===== src/rtl/alpha_blit_compositor_top_defines.svh =====
`ifndef ALPHA_BLIT_COMPOSITOR_TOP_DEFINES_SVH
`define ALPHA_BLIT_COMPOSITOR_TOP_DEFINES_SVH

// same-cycle implication, checked on the rising edge of i_clk outside reset
`define ABC_ASSERT_SAME(label, ante, cons, msg) \
    label: assert property (@(posedge i_clk) disable iff (!i_rst_n) (ante) |-> (cons)) \
        else $error(msg);

// next-cycle implication
`define ABC_ASSERT_NEXT(label, ante, cons, msg) \
    label: assert property (@(posedge i_clk) disable iff (!i_rst_n) (ante) |=> (cons)) \
        else $error(msg);

`endif


===== src/rtl/abc_pkg.sv =====
package abc_pkg;

    localparam int unsigned CH_W        = 8;
    localparam int unsigned NUM_CH      = 4;
    localparam int unsigned NUM_COLOR   = 3;
    localparam int unsigned ALPHA_CH    = 3;
    localparam int unsigned CFG_W       = 15;
    localparam int unsigned OFS_W       = 16;
    localparam int unsigned POS_W       = OFS_W + 1;
    localparam int unsigned ADDR_W      = 28;
    localparam int unsigned BASE_W      = 2 * CH_W;
    localparam int unsigned BLD_W       = 2 * CH_W + 1;
    localparam int unsigned APB_DW      = 32;
    localparam int unsigned APB_AW      = 5;
    localparam int unsigned IN_TDATA_W  = 64;
    localparam int unsigned OUT_TDATA_W = 64;
    localparam int unsigned TUSER_W     = 2;
    localparam int unsigned TUSER_WE    = 0;
    localparam int unsigned TUSER_IN    = 1;
    localparam int unsigned MAX_DIM_DEF = 16384;

    localparam logic [CH_W-1:0]   ALPHA_CLEAR  = 8'd0;
    localparam logic [CH_W-1:0]   ALPHA_OPAQUE = 8'd255;
    localparam logic [BASE_W-1:0] ROUND_BIAS   = 16'd127;

    typedef enum logic [2:0] {
        REG_SRC_WIDTH  = 3'd0,
        REG_SRC_HEIGHT = 3'd1,
        REG_DST_WIDTH  = 3'd2,
        REG_DST_HEIGHT = 3'd3,
        REG_OFFSET_X   = 3'd4,
        REG_OFFSET_Y   = 3'd5
    } t_reg_idx;

    // sizes already clamped to 1..MAX_DIM, offsets as two's complement bits
    typedef struct packed {
        logic [CFG_W-1:0] src_width;
        logic [CFG_W-1:0] src_height;
        logic [CFG_W-1:0] dst_width;
        logic [CFG_W-1:0] dst_height;
        logic [OFS_W-1:0] offset_x;
        logic [OFS_W-1:0] offset_y;
    } t_cfg;

endpackage


===== src/rtl/abc_regs.sv =====
module abc_regs #(
    parameter int unsigned MAX_DIM = abc_pkg::MAX_DIM_DEF
) (
    input  logic                        i_clk,
    input  logic                        i_rst_n,
    input  logic                        psel,
    input  logic                        penable,
    input  logic                        pwrite,
    input  logic [abc_pkg::APB_AW-1:0]  paddr,
    input  logic [abc_pkg::APB_DW-1:0]  pwdata,
    output logic [abc_pkg::APB_DW-1:0]  prdata,
    output logic                        pready,
    output abc_pkg::t_cfg               o_cfg
);
    import abc_pkg::*;

    localparam logic [CFG_W-1:0] DIM_MAX = CFG_W'(MAX_DIM);

    logic [CFG_W-1:0] r_src_width;
    logic [CFG_W-1:0] r_src_height;
    logic [CFG_W-1:0] r_dst_width;
    logic [CFG_W-1:0] r_dst_height;
    logic [OFS_W-1:0] r_offset_x;
    logic [OFS_W-1:0] r_offset_y;

    t_reg_idx reg_idx;
    logic     wr_en;

    function automatic logic [CFG_W-1:0] clamp_dim(input logic [CFG_W-1:0] v);
        logic [CFG_W-1:0] res;
        res = v;
        if (v == '0) begin
            res = CFG_W'(1);
        end else if (v > DIM_MAX) begin
            res = DIM_MAX;
        end
        return res;
    endfunction

    assign reg_idx = t_reg_idx'(paddr[APB_AW-1:2]);
    assign wr_en   = psel && penable && pwrite && pready;
    assign pready  = 1'b1;

    always_ff @(posedge i_clk) begin
        if (!i_rst_n) begin
            r_src_width  <= CFG_W'(1);
            r_src_height <= CFG_W'(1);
            r_dst_width  <= CFG_W'(1);
            r_dst_height <= CFG_W'(1);
            r_offset_x   <= '0;
            r_offset_y   <= '0;
        end else if (wr_en) begin
            case (reg_idx)
                REG_SRC_WIDTH:  r_src_width  <= pwdata[CFG_W-1:0];
                REG_SRC_HEIGHT: r_src_height <= pwdata[CFG_W-1:0];
                REG_DST_WIDTH:  r_dst_width  <= pwdata[CFG_W-1:0];
                REG_DST_HEIGHT: r_dst_height <= pwdata[CFG_W-1:0];
                REG_OFFSET_X:   r_offset_x   <= pwdata[OFS_W-1:0];
                REG_OFFSET_Y:   r_offset_y   <= pwdata[OFS_W-1:0];
                default: ;
            endcase
        end
    end

    always_comb begin
        case (reg_idx)
            REG_SRC_WIDTH:  prdata = APB_DW'(r_src_width);
            REG_SRC_HEIGHT: prdata = APB_DW'(r_src_height);
            REG_DST_WIDTH:  prdata = APB_DW'(r_dst_width);
            REG_DST_HEIGHT: prdata = APB_DW'(r_dst_height);
            REG_OFFSET_X:   prdata = APB_DW'(r_offset_x);
            REG_OFFSET_Y:   prdata = APB_DW'(r_offset_y);
            default:        prdata = '0;
        endcase
    end

    assign o_cfg.src_width  = clamp_dim(r_src_width);
    assign o_cfg.src_height = clamp_dim(r_src_height);
    assign o_cfg.dst_width  = clamp_dim(r_dst_width);
    assign o_cfg.dst_height = clamp_dim(r_dst_height);
    assign o_cfg.offset_x   = r_offset_x;
    assign o_cfg.offset_y   = r_offset_y;

endmodule


===== src/rtl/alpha_blit_compositor_top.sv =====
// Source-over sprite blitter. Each input transaction carries one sprite pixel in raster
// order together with the destination pixel at its target position; the block tracks the
// sprite column and row, adds the signed offsets, clips against the destination size and
// returns the pixel to write back, a write enable, an inside flag, the linear destination
// address (row * dst_width + column, zero when clipped) and tlast on the final sprite pixel.
// A partial alpha gives (s*a + d*(255-a) + 127)/255 per colour and alpha 255; alpha 255
// copies the source, alpha 0 keeps the destination. Sizes of 0 act as 1 and sizes above
// MAX_DIM act as MAX_DIM. Registers sit on the APB port at byte addresses 0x00 src_width,
// 0x04 src_height, 0x08 dst_width, 0x0c dst_height, 0x10 offset_x, 0x14 offset_y; the user
// must write them only between sprites; the block does not enforce it. The block takes one
// pixel per clock cycle unless m_axis_tready holds back the output register. The input
// register feeds the clipping, the per-colour 9x8 blend multipliers, the divide by 255 and
// the row-times-width address multiplier; the output register holds the result until taken.
`include "alpha_blit_compositor_top_defines.svh"

module alpha_blit_compositor_top #(
    parameter int unsigned MAX_DIM = abc_pkg::MAX_DIM_DEF
) (
    input  logic                             i_clk,
    input  logic                             i_rst_n,
    input  logic                             s_axis_tvalid,
    output logic                             s_axis_tready,
    // src_red, src_green, src_blue, src_alpha, dst_red, dst_green, dst_blue, dst_alpha
    input  logic [abc_pkg::IN_TDATA_W-1:0]   s_axis_tdata,
    output logic                             m_axis_tvalid,
    input  logic                             m_axis_tready,
    // out_red, out_green, out_blue, out_alpha, dst_address, 4 zero bits
    output logic [abc_pkg::OUT_TDATA_W-1:0]  m_axis_tdata,
    // write_enable, inside_bounds
    output logic [abc_pkg::TUSER_W-1:0]      m_axis_tuser,
    output logic                             m_axis_tlast,
    input  logic                             psel,
    input  logic                             penable,
    input  logic                             pwrite,
    input  logic [abc_pkg::APB_AW-1:0]       paddr,
    input  logic [abc_pkg::APB_DW-1:0]       pwdata,
    output logic [abc_pkg::APB_DW-1:0]       prdata,
    output logic                             pready
);
    import abc_pkg::*;

    localparam int unsigned CNT_W  = $clog2(MAX_DIM);
    localparam int unsigned CW1    = CNT_W + 1;
    localparam int unsigned DIM_W  = $clog2(MAX_DIM + 1);
    localparam int unsigned PROD_W = CNT_W + DIM_W;
    localparam int unsigned SUM_W  = (PROD_W > ADDR_W) ? PROD_W : ADDR_W;
    localparam int unsigned PAD_W  = OUT_TDATA_W - ADDR_W - NUM_CH * CH_W;

    t_cfg cfg;

    abc_regs #(
        .MAX_DIM (MAX_DIM)
    ) u_regs (
        .i_clk   (i_clk),
        .i_rst_n (i_rst_n),
        .psel    (psel),
        .penable (penable),
        .pwrite  (pwrite),
        .paddr   (paddr),
        .pwdata  (pwdata),
        .prdata  (prdata),
        .pready  (pready),
        .o_cfg   (cfg)
    );

    logic [DIM_W-1:0] src_w, src_h, dst_w, dst_h;

    assign src_w = cfg.src_width[DIM_W-1:0];
    assign src_h = cfg.src_height[DIM_W-1:0];
    assign dst_w = cfg.dst_width[DIM_W-1:0];
    assign dst_h = cfg.dst_height[DIM_W-1:0];

    // pipeline handshake: each stage loads when empty or when draining forward
    logic r_v1, r_vo;
    logic ld_out, ld1, in_fire;

    assign ld_out        = !r_vo || m_axis_tready;
    assign ld1           = !r_v1 || ld_out;
    assign s_axis_tready = ld1 && i_rst_n;
    assign in_fire       = s_axis_tvalid && s_axis_tready;

    // sprite position counters
    logic [CNT_W-1:0] r_col, r_row, n_col, n_row;
    logic [CW1-1:0]   col_inc, row_inc;
    logic             end_row, end_all;

    assign col_inc = CW1'(r_col) + CW1'(1);
    assign row_inc = CW1'(r_row) + CW1'(1);
    assign end_row = col_inc >= CW1'(src_w);
    assign end_all = end_row && (row_inc >= CW1'(src_h));

    always_comb begin
        n_col = r_col;
        n_row = r_row;
        if (in_fire) begin
            if (end_row) begin
                n_col = '0;
                n_row = end_all ? '0 : row_inc[CNT_W-1:0];
            end else begin
                n_col = col_inc[CNT_W-1:0];
            end
        end
    end

    logic [POS_W-1:0] ox_in, oy_in;

    assign ox_in = {cfg.offset_x[OFS_W-1], cfg.offset_x} + POS_W'(r_col);
    assign oy_in = {cfg.offset_y[OFS_W-1], cfg.offset_y} + POS_W'(r_row);

    // stage 1: captured transaction and target position
    logic [NUM_CH-1:0][CH_W-1:0] r_src1, r_dst1;
    logic [POS_W-1:0]            r_ox1, r_oy1;
    logic                        r_last1;

    logic                              inside1;
    logic [PROD_W-1:0]                 row_prod;
    logic [NUM_COLOR-1:0][BLD_W-1:0]   blend_prod;
    logic [NUM_COLOR-1:0][BASE_W-1:0]  blend_base;

    assign inside1 = !r_ox1[POS_W-1] && !r_oy1[POS_W-1]
                     && (r_ox1 < POS_W'(dst_w)) && (r_oy1 < POS_W'(dst_h));
    assign row_prod = PROD_W'(r_oy1[CNT_W-1:0]) * PROD_W'(dst_w);

    // s*a + d*(255-a) + 127 is split as (s-d)*a plus d*255 + 127
    always_comb begin
        logic [CH_W:0]             diff;
        logic signed [BLD_W-1:0]   diff_ext;
        logic signed [BLD_W-1:0]   alpha_ext;
        for (int c = 0; c < NUM_COLOR; c++) begin
            diff          = {1'b0, r_src1[c]} - {1'b0, r_dst1[c]};
            diff_ext      = BLD_W'($signed(diff));
            alpha_ext     = BLD_W'({1'b0, r_src1[ALPHA_CH]});
            blend_prod[c] = diff_ext * alpha_ext;
            blend_base[c] = (BASE_W'(r_dst1[c]) << CH_W) - BASE_W'(r_dst1[c]) + ROUND_BIAS;
        end
    end

    logic [NUM_CH-1:0][CH_W-1:0]    px1;
    logic [NUM_COLOR-1:0][CH_W-1:0] blend_px;
    logic [SUM_W-1:0]               addr_sum;
    logic [ADDR_W-1:0]              addr1;
    logic                           we1;

    // divide by 255 as (x + 1 + (x >> 8)) >> 8, exact over the blend range
    always_comb begin
        logic [BLD_W-1:0]  x;
        logic [BASE_W-1:0] xs;
        logic [BLD_W-1:0]  q;
        for (int c = 0; c < NUM_COLOR; c++) begin
            x           = BLD_W'(blend_base[c]) + blend_prod[c];
            xs          = x[BASE_W-1:0];
            q           = (BLD_W'(xs) + BLD_W'(1) + BLD_W'(xs >> CH_W)) >> CH_W;
            blend_px[c] = q[CH_W-1:0];
        end
    end

    assign addr_sum = SUM_W'(row_prod) + SUM_W'(r_ox1[CNT_W-1:0]);
    assign addr1    = inside1 ? addr_sum[ADDR_W-1:0] : '0;
    assign we1      = inside1 && (r_src1[ALPHA_CH] != ALPHA_CLEAR);

    always_comb begin
        px1 = r_dst1;
        if (we1) begin
            if (r_src1[ALPHA_CH] == ALPHA_OPAQUE) begin
                px1 = r_src1;
            end else begin
                for (int c = 0; c < NUM_COLOR; c++) begin
                    px1[c] = blend_px[c];
                end
                px1[ALPHA_CH] = ALPHA_OPAQUE;
            end
        end
    end

    // output register
    logic [NUM_CH-1:0][CH_W-1:0] r_opx;
    logic [ADDR_W-1:0]           r_oaddr;
    logic                        r_owe, r_oin, r_olast;

    always_ff @(posedge i_clk) begin
        if (!i_rst_n) begin
            r_v1  <= 1'b0;
            r_vo  <= 1'b0;
            r_col <= '0;
            r_row <= '0;
        end else begin
            r_col <= n_col;
            r_row <= n_row;
            if (ld1) begin
                r_v1 <= s_axis_tvalid;
            end
            if (ld_out) begin
                r_vo <= r_v1;
            end
        end
    end

    always_ff @(posedge i_clk) begin
        if (ld1) begin
            r_src1  <= s_axis_tdata[NUM_CH*CH_W-1:0];
            r_dst1  <= s_axis_tdata[2*NUM_CH*CH_W-1:NUM_CH*CH_W];
            r_ox1   <= ox_in;
            r_oy1   <= oy_in;
            r_last1 <= end_all;
        end
        if (ld_out) begin
            r_opx   <= px1;
            r_oaddr <= addr1;
            r_owe   <= we1;
            r_oin   <= inside1;
            r_olast <= r_last1;
        end
    end

    assign m_axis_tvalid          = r_vo;
    assign m_axis_tdata           = {{PAD_W{1'b0}}, r_oaddr, r_opx};
    assign m_axis_tuser[TUSER_WE] = r_owe;
    assign m_axis_tuser[TUSER_IN] = r_oin;
    assign m_axis_tlast           = r_olast;

    `ABC_ASSERT_SAME(a_we_inside, m_axis_tvalid && r_owe, r_oin, "write enable on a clipped pixel")
    `ABC_ASSERT_SAME(a_clip_addr, m_axis_tvalid && !r_oin, r_oaddr == '0, "clipped pixel with address")
    `ABC_ASSERT_SAME(a_we_alpha, m_axis_tvalid && r_owe, r_opx[ALPHA_CH] == ALPHA_OPAQUE, "written alpha not opaque")
    `ABC_ASSERT_NEXT(a_wrap, in_fire && end_all, (r_col == '0) && (r_row == '0), "counters did not wrap")

endmodule


===== config.mk =====
export PLATFORM = sky130hd
export DESIGN_NAME = alpha_blit_compositor_top
export DESIGN_NICKNAME = d
export VERILOG_FILES = /design/src/rtl/abc_pkg.sv /design/src/rtl/abc_regs.sv /design/src/rtl/alpha_blit_compositor_top.sv
export VERILOG_INCLUDE_DIRS = /design/src /design/src/rtl
export SDC_FILE = /design/constraint.sdc
export NUM_CORES = 2
export LEC_CHECK = 0
export ABC_AREA = 1
export BUFFER_PORTS_ARGS = -buffer_cell sky130_fd_sc_hd__buf_2
export CORE_MARGIN = 2
export CORE_UTILIZATION = 65
export CTS_BUF_LIST = sky130_fd_sc_hd__clkbuf_8
export CTS_CLUSTER_DIAMETER = 30
export DETAILED_ROUTE_END_ITERATION = 6
export GPL_ROUTABILITY_DRIVEN = 0
export HOLD_SLACK_MARGIN = 0.02
export PLACE_DENSITY = 0.84
export SLEW_MARGIN = 15
export SYNTH_ARGS = -nofsm -noshare
export SYNTH_HDL_FRONTEND = slang
export SYNTH_SLANG_ARGS = --single-unit

===== constraint.sdc =====
create_clock -name i_clk -period 8.2 [get_ports i_clk]
set_input_delay 1.64 -clock i_clk [delete_from_list [all_inputs] [get_ports i_clk]]
set_output_delay 1.64 -clock i_clk [all_outputs]
set_load 0.05 [all_outputs]

Yosys cells after proc, flatten, opt, wreduce, memory -nomap -nowiden
Cells that the tools add are included.
{"block": "totals", "regBits": 284, "latch_bits": 0, "ramBits": 0, "rom_bits": 0, "output_inout_bits": 102, "word_cells": 111, "memories": 0}
{"block": "op_classes", "add_sub_neg": 23, "multipliers": 4, "n_div": 0, "n_lt_le_gt_ge": 8, "n_eq_ne": 6, "shift": 0, "muxes": 13, "n_bitwise": 0, "reduce_logical": 28}
{"cell": "two-way mux 15 bit", "n": 8}
{"cell": "one-hot mux 16 bit (6 select lines)", "n": 1}
{"cell": "two-way mux 32 bit", "n": 2}
{"cell": "greater-than comparator 15 bit, second input constant", "n": 4}
{"cell": "logical NOT 15 bit", "n": 4}
{"cell": "adder 16 x 1 -> 16 bit, second input constant", "n": 3}
{"cell": "adder 16 bit", "n": 3}
{"cell": "adder 16 x 7 -> 16 bit, second input constant", "n": 3}
{"cell": "adder 16 x 8 -> 16 bit", "n": 3}
{"cell": "multiplier 9 x 9 -> 16 bit", "n": 3}
{"cell": "subtractor 16 x 8 -> 16 bit", "n": 3}
{"cell": "adder 16 x 15 -> 17 bit", "n": 2}
{"cell": "< comparator 17 x 15 -> 1 bit", "n": 2}
{"cell": "adder 14 x 1 -> 15 bit, second input constant", "n": 2}
{"cell": "greater-or-equal comparator 15 bit", "n": 2}
{"cell": "adder 28 x 14 -> 28 bit", "n": 1}
{"cell": "multiplier 14 x 15 -> 28 bit", "n": 1}
{"cell": "two-way mux 14 bit", "n": 2}
{"cell": "subtractor 8 x 8 -> 9 bit", "n": 3}
{"cell": "AND reduction 2 bit", "n": 7}
{"cell": "logical AND 1 bit", "n": 9}
{"cell": "== test 8 bit, second input constant", "n": 1}
{"cell": "nonzero test 8 bit", "n": 1}
{"cell": "== test 3 x 2 -> 1 bit, second input constant", "n": 2}
{"cell": "5 further kinds", "n": 10}

Depth between registers and ports, before layout
{"block": "logic_depth", "word_depth": 8, "depth_mapped": 45, "depth_no_buf": 45}

Cells and area by module
From an unflattened synthesis, not the netlist that was laid out.
{"block": "unflattened", "hier_cells": 4568, "area_unflattened_um2": 34944.8}
{"mod": "alpha_blit_compositor_top", "n_inst": 1, "cells_per_inst": 3782, "area_per_inst_um2": 30010.0, "seq_area_each_um2": 5465.2}
{"mod": "abc_regs", "n_inst": 1, "cells_per_inst": 786, "area_per_inst_um2": 4934.7, "seq_area_each_um2": 1841.8}

Worst setup path before layout
Ideal clock, no wire load.
{"block": "synth_path", "kind": "in2out", "from": "in m_axis_tready", "to": "out s_axis_tready", "arrival_time_ns": 5.748, "t_required_ns": 6.560, "setup_slack_ns": 0.812, "stages": 6, "cell_sequence": "inv_1 nand2_1 nor2_1 inv_1 nand2_1 inv_1"}
{"block": "synth_via", "elab_chain_cells": 3}
{"element": "start, declared", "line_no": "alpha_blit_compositor_top.sv:26", "rtl": "input logic m_axis_tready,"}
{"element": "logical OR 1 bit", "line_no": "alpha_blit_compositor_top.sv:77", "rtl": "assign ld_out = !r_vo || m_axis_tready;"}
{"element": "named net ld_out", "line_no": "alpha_blit_compositor_top.sv:75", "rtl": "logic ld_out, ld1, in_fire;"}
{"element": "logical OR 1 bit", "line_no": "alpha_blit_compositor_top.sv:78", "rtl": "assign ld1 = !r_v1 || ld_out;"}
{"element": "logical AND 1 bit", "line_no": "alpha_blit_compositor_top.sv:79", "rtl": "assign s_axis_tready = ld1 && i_rst_n;"}
{"element": "end, declared", "line_no": "alpha_blit_compositor_top.sv:22", "rtl": "output logic s_axis_tready,"}
The timed path passes the listed nets, and every way through them passes these cells.

==> metrics.txt <==
ys async rst share 0%; fmax 0.1280 GHz; compound-cell area share of the yosys netlist 7.222%; reg2reg end m_axis_tdata[23]; core area 51510 µm²; via count 29399; num ports 210; largest family of logic cells by synthesized area adder cells; worst-path fanout max 5; dominant cell type by area after synthesis fa_1; Post-synth EDFFs 162; CTS Buf Count 66; count leader, synth inv_1; most instantiated cells after synthesis 909 x inv_1, 907 x nand2_1, 492 x nor2_1; Hold Vio Cnt, Final 0; remaining global-route overflow 0; layout cells sized above 1 8.896%; Clock Latency Late Sink 0.70 ns; I/O Buffers 170; CTS H-tree depth 3; Register-to-Register Path Depth 37; Synth Instances 4340; Final Setup Violations 0; hold_sp r_last1; Syn Area/Cell 7.840 µm²; share of the synthesized area in the top cell type 23.47%; outcome complete, no violations; Starting Density 66.06%; Via density 5.605; launching point of the worst reg2reg path r_dst1[19]; Crit-path slowest cell fa_2; CP peak stage delay 0.66 ns; Worst-Margin Slew 1.234 ns; DRT iter0 DRCs 2676; flop2flop setup slack 0.39 ns; Crit path arrival time 8.20 ns; antenna violations before repair 2; clock-pin slew on the worst setup and hold paths 0.06 ns; Post-Synth Simple-Gate Area 20.93%; Layout area overhead 9.002%; Multi-input gate area 22840 µm²; critical path class reg -> reg; CTS max path bufs 3; clock root cell clkbuf_8; min-delay worst type reg -> reg; minimum clock period after layout 7.812 ns; y dimension of the die 232.8 µm; Post-Synth XOR/XNOR Area 3.067%; Hold Path End m_axis_tlast; dominant cells by area after synthesis fa_1 23%, edfxtp_1 14%, ha_1 12%; Slew headroom 17.46%; mux cell area share after synthesis 0%; Core Rows 83; Post-Route Utilization 72.01%; Die W 232.8 µm; sequential-to-total area share from yosys stat 21.47%; Final Max Tran Viols 0; number of global-route vias before repair 28527; clock sink total 284; fin crit share 95.27%; final setup skew 0.06898 ns; Min-Delay Path Depth 0; DRC errors left 0; prevailing post-synth register cell edfxtp_1; FF+latch area 7307 µm²; Yosys warnings 0; flops & latches, synth 284; drt total wl 89.19 mm; global-route wire length before repair 144.3 mm; drt pass-1 iters 6; pin count of the biggest net entering global routing 98; Crit path top cell by count nand2_1; CP Data Required Time 8.58 ns; die footprint 54190 µm²; filler cell count in the final layout 3964; CP endpoint kind register; Final nets 5341; total track usage 33.87%; CTS tree done; Worst Setup Start Kind register; Max-Cap Viols 0; Unique masters post-synth 59; HPWL Detailed 69.10 mm; Post-Syn Area 34030 µm²; ANT nets after route 0; Adder-Cell Fraction of Synth Area 35.32%; per-cell routed wire length 17.00 µm
==> area by class of cell <==
| class | count | share of cell area (%) |
|---|---|---|
| Inverter | 937 | 9.490 |
| Multi-Input combinational cell | 3023 | 61.59 |
| Antenna cell | 1 | 0.006747 |
| Clock buffer | 70 | 2.598 |
| Timing Repair Buffer | 200 | 2.901 |
| Clock inverter | 50 | 1.420 |
| Tap cell | 680 | 2.294 |
| Sequential cell | 284 | 19.70 |
==> worst max-delay path, delay by kind of cell (launching register included) <==
kind	cells	cell delay, ns
fa+ha+maj	8	3.74
flops	1	0.42
compound gates	2	0.46
buf+inv	8	0.73
simple gates	19	2.17
==> per-layer routing <==
layer / up-vias / track usage [%] / wire [µm]
met3: 301 / 7.561 / 9964
met4: 0 / 13.85 / 3821
met2: 1613 / 52.49 / 39340
li1: 13786 / - / -
met5: - / 0 / 0
met1: 13699 / 46.22 / 36060
==> through the flow <==
stage	hold WS [ns]	setup TNS [ns]	setup slack, ns	std cells	cell area (µm²)
after floorplan	0.4003	0	0.8124	4359	34100
after global placement	0.4067	0	0.3050	5119	35450
after detailed placement	0.4149	0	0.1214	5119	35450
after CTS	0.4193	0	0.1050	5239	36940
after global routing	0.4284	-0.1286	-0.05112	5245	37090
final	0.4255	0	0.3880	5245	37090
==> what timing repair did <==
action,CTS,global route
gates resized for setup,0,30
buffers inserted,0,5
setup endpoints to repair,0,24
hold buffers,0,0
==> registers in the layout, summed over array words and instances, names as in the netlist <==
name	flops
r_src1	32
u_regs.r_dst_height	15
r_col	14
r_dst1	32
m_axis_tdata	32
u_regs.r_offset_y	16
u_regs.r_dst_width	15
r_owe	1
r_v1	1
m_axis_tlast	1
m_axis_tvalid	1
u_regs.r_src_height	15
r_oy1	17
r_oin	1
r_oaddr	28
u_regs.r_offset_x	16
r_ox1	17
r_last1	1
r_row	14
u_regs.r_src_width	15
==> worst max path at each step <==
| stage | start | to | slack [ns] | cells past startpoint |
|---|---|---|---|---|
| after detailed placement | r_dst1[8] | m_axis_tdata[15] | 0.12 | 35 |
| after floorplan | m_axis_tready | s_axis_tready | 0.81 | 6 |
| after global routing | r_dst1[8] | m_axis_tdata[13] | -0.05 | 37 |
| final | r_dst1[19] | m_axis_tdata[23] | 0.39 | 37 |
| after CTS | r_dst1[8] | m_axis_tdata[15] | 0.10 | 35 |
| after global placement | r_dst1[8] | m_axis_tdata[15] | 0.30 | 35 |
==> logic make-up after synthesis <==
group / Yosys count
AND/OR/NAND/NOR: 1731
other: 2
XOR/XNOR: 115
flip-flops: 284
buffers and inverters: 1052
adder cells (fa/ha/maj): 721
AO/OA/AOI/OAI: 435
==> cells in the final DEF (no fill, tap or decap), types with 9 or more instances in the layout <==
| cell type | synthesis | final |
|---|---|---|
| nor4_1 | 13 | 13 |
| xor2_2 | 3 | 10 |
| o21ai_0 | 137 | 134 |
| or2_2 | 10 | 10 |
| a221oi_1 | 12 | 12 |
| clkbuf_8 | 0 | 70 |
| nor2_1 | 492 | 492 |
| a21oi_2 | 12 | 14 |
| nand4_1 | 49 | 49 |
| clkinv_1 | 7 | 11 |
| nand2_2 | 3 | 9 |
| clkinv_2 | 0 | 9 |
| xnor2_1 | 33 | 33 |
| or2_1 | 10 | 10 |
| nand3_1 | 189 | 188 |
| inv_1 | 909 | 911 |
| o21ai_1 | 15 | 16 |
| ha_1 | 322 | 321 |
| inv_2 | 21 | 27 |
| conb_1 | 2 | 21 |
| fa_1 | 399 | 398 |
| buf_2 | 5 | 170 |
| dfxtp_1 | 122 | 122 |
| a21o_1 | 10 | 10 |
| buf_4 | 23 | 30 |
| xor2_1 | 78 | 71 |
| edfxtp_1 | 162 | 162 |
| nand3b_1 | 17 | 17 |
| nor3_1 | 22 | 21 |
| a21oi_1 | 185 | 183 |
| nand2_1 | 907 | 900 |
Power is left out: the tool's default activity adds up to more than one toggle a clock period on the data nets, which glitch-free logic cannot reach.
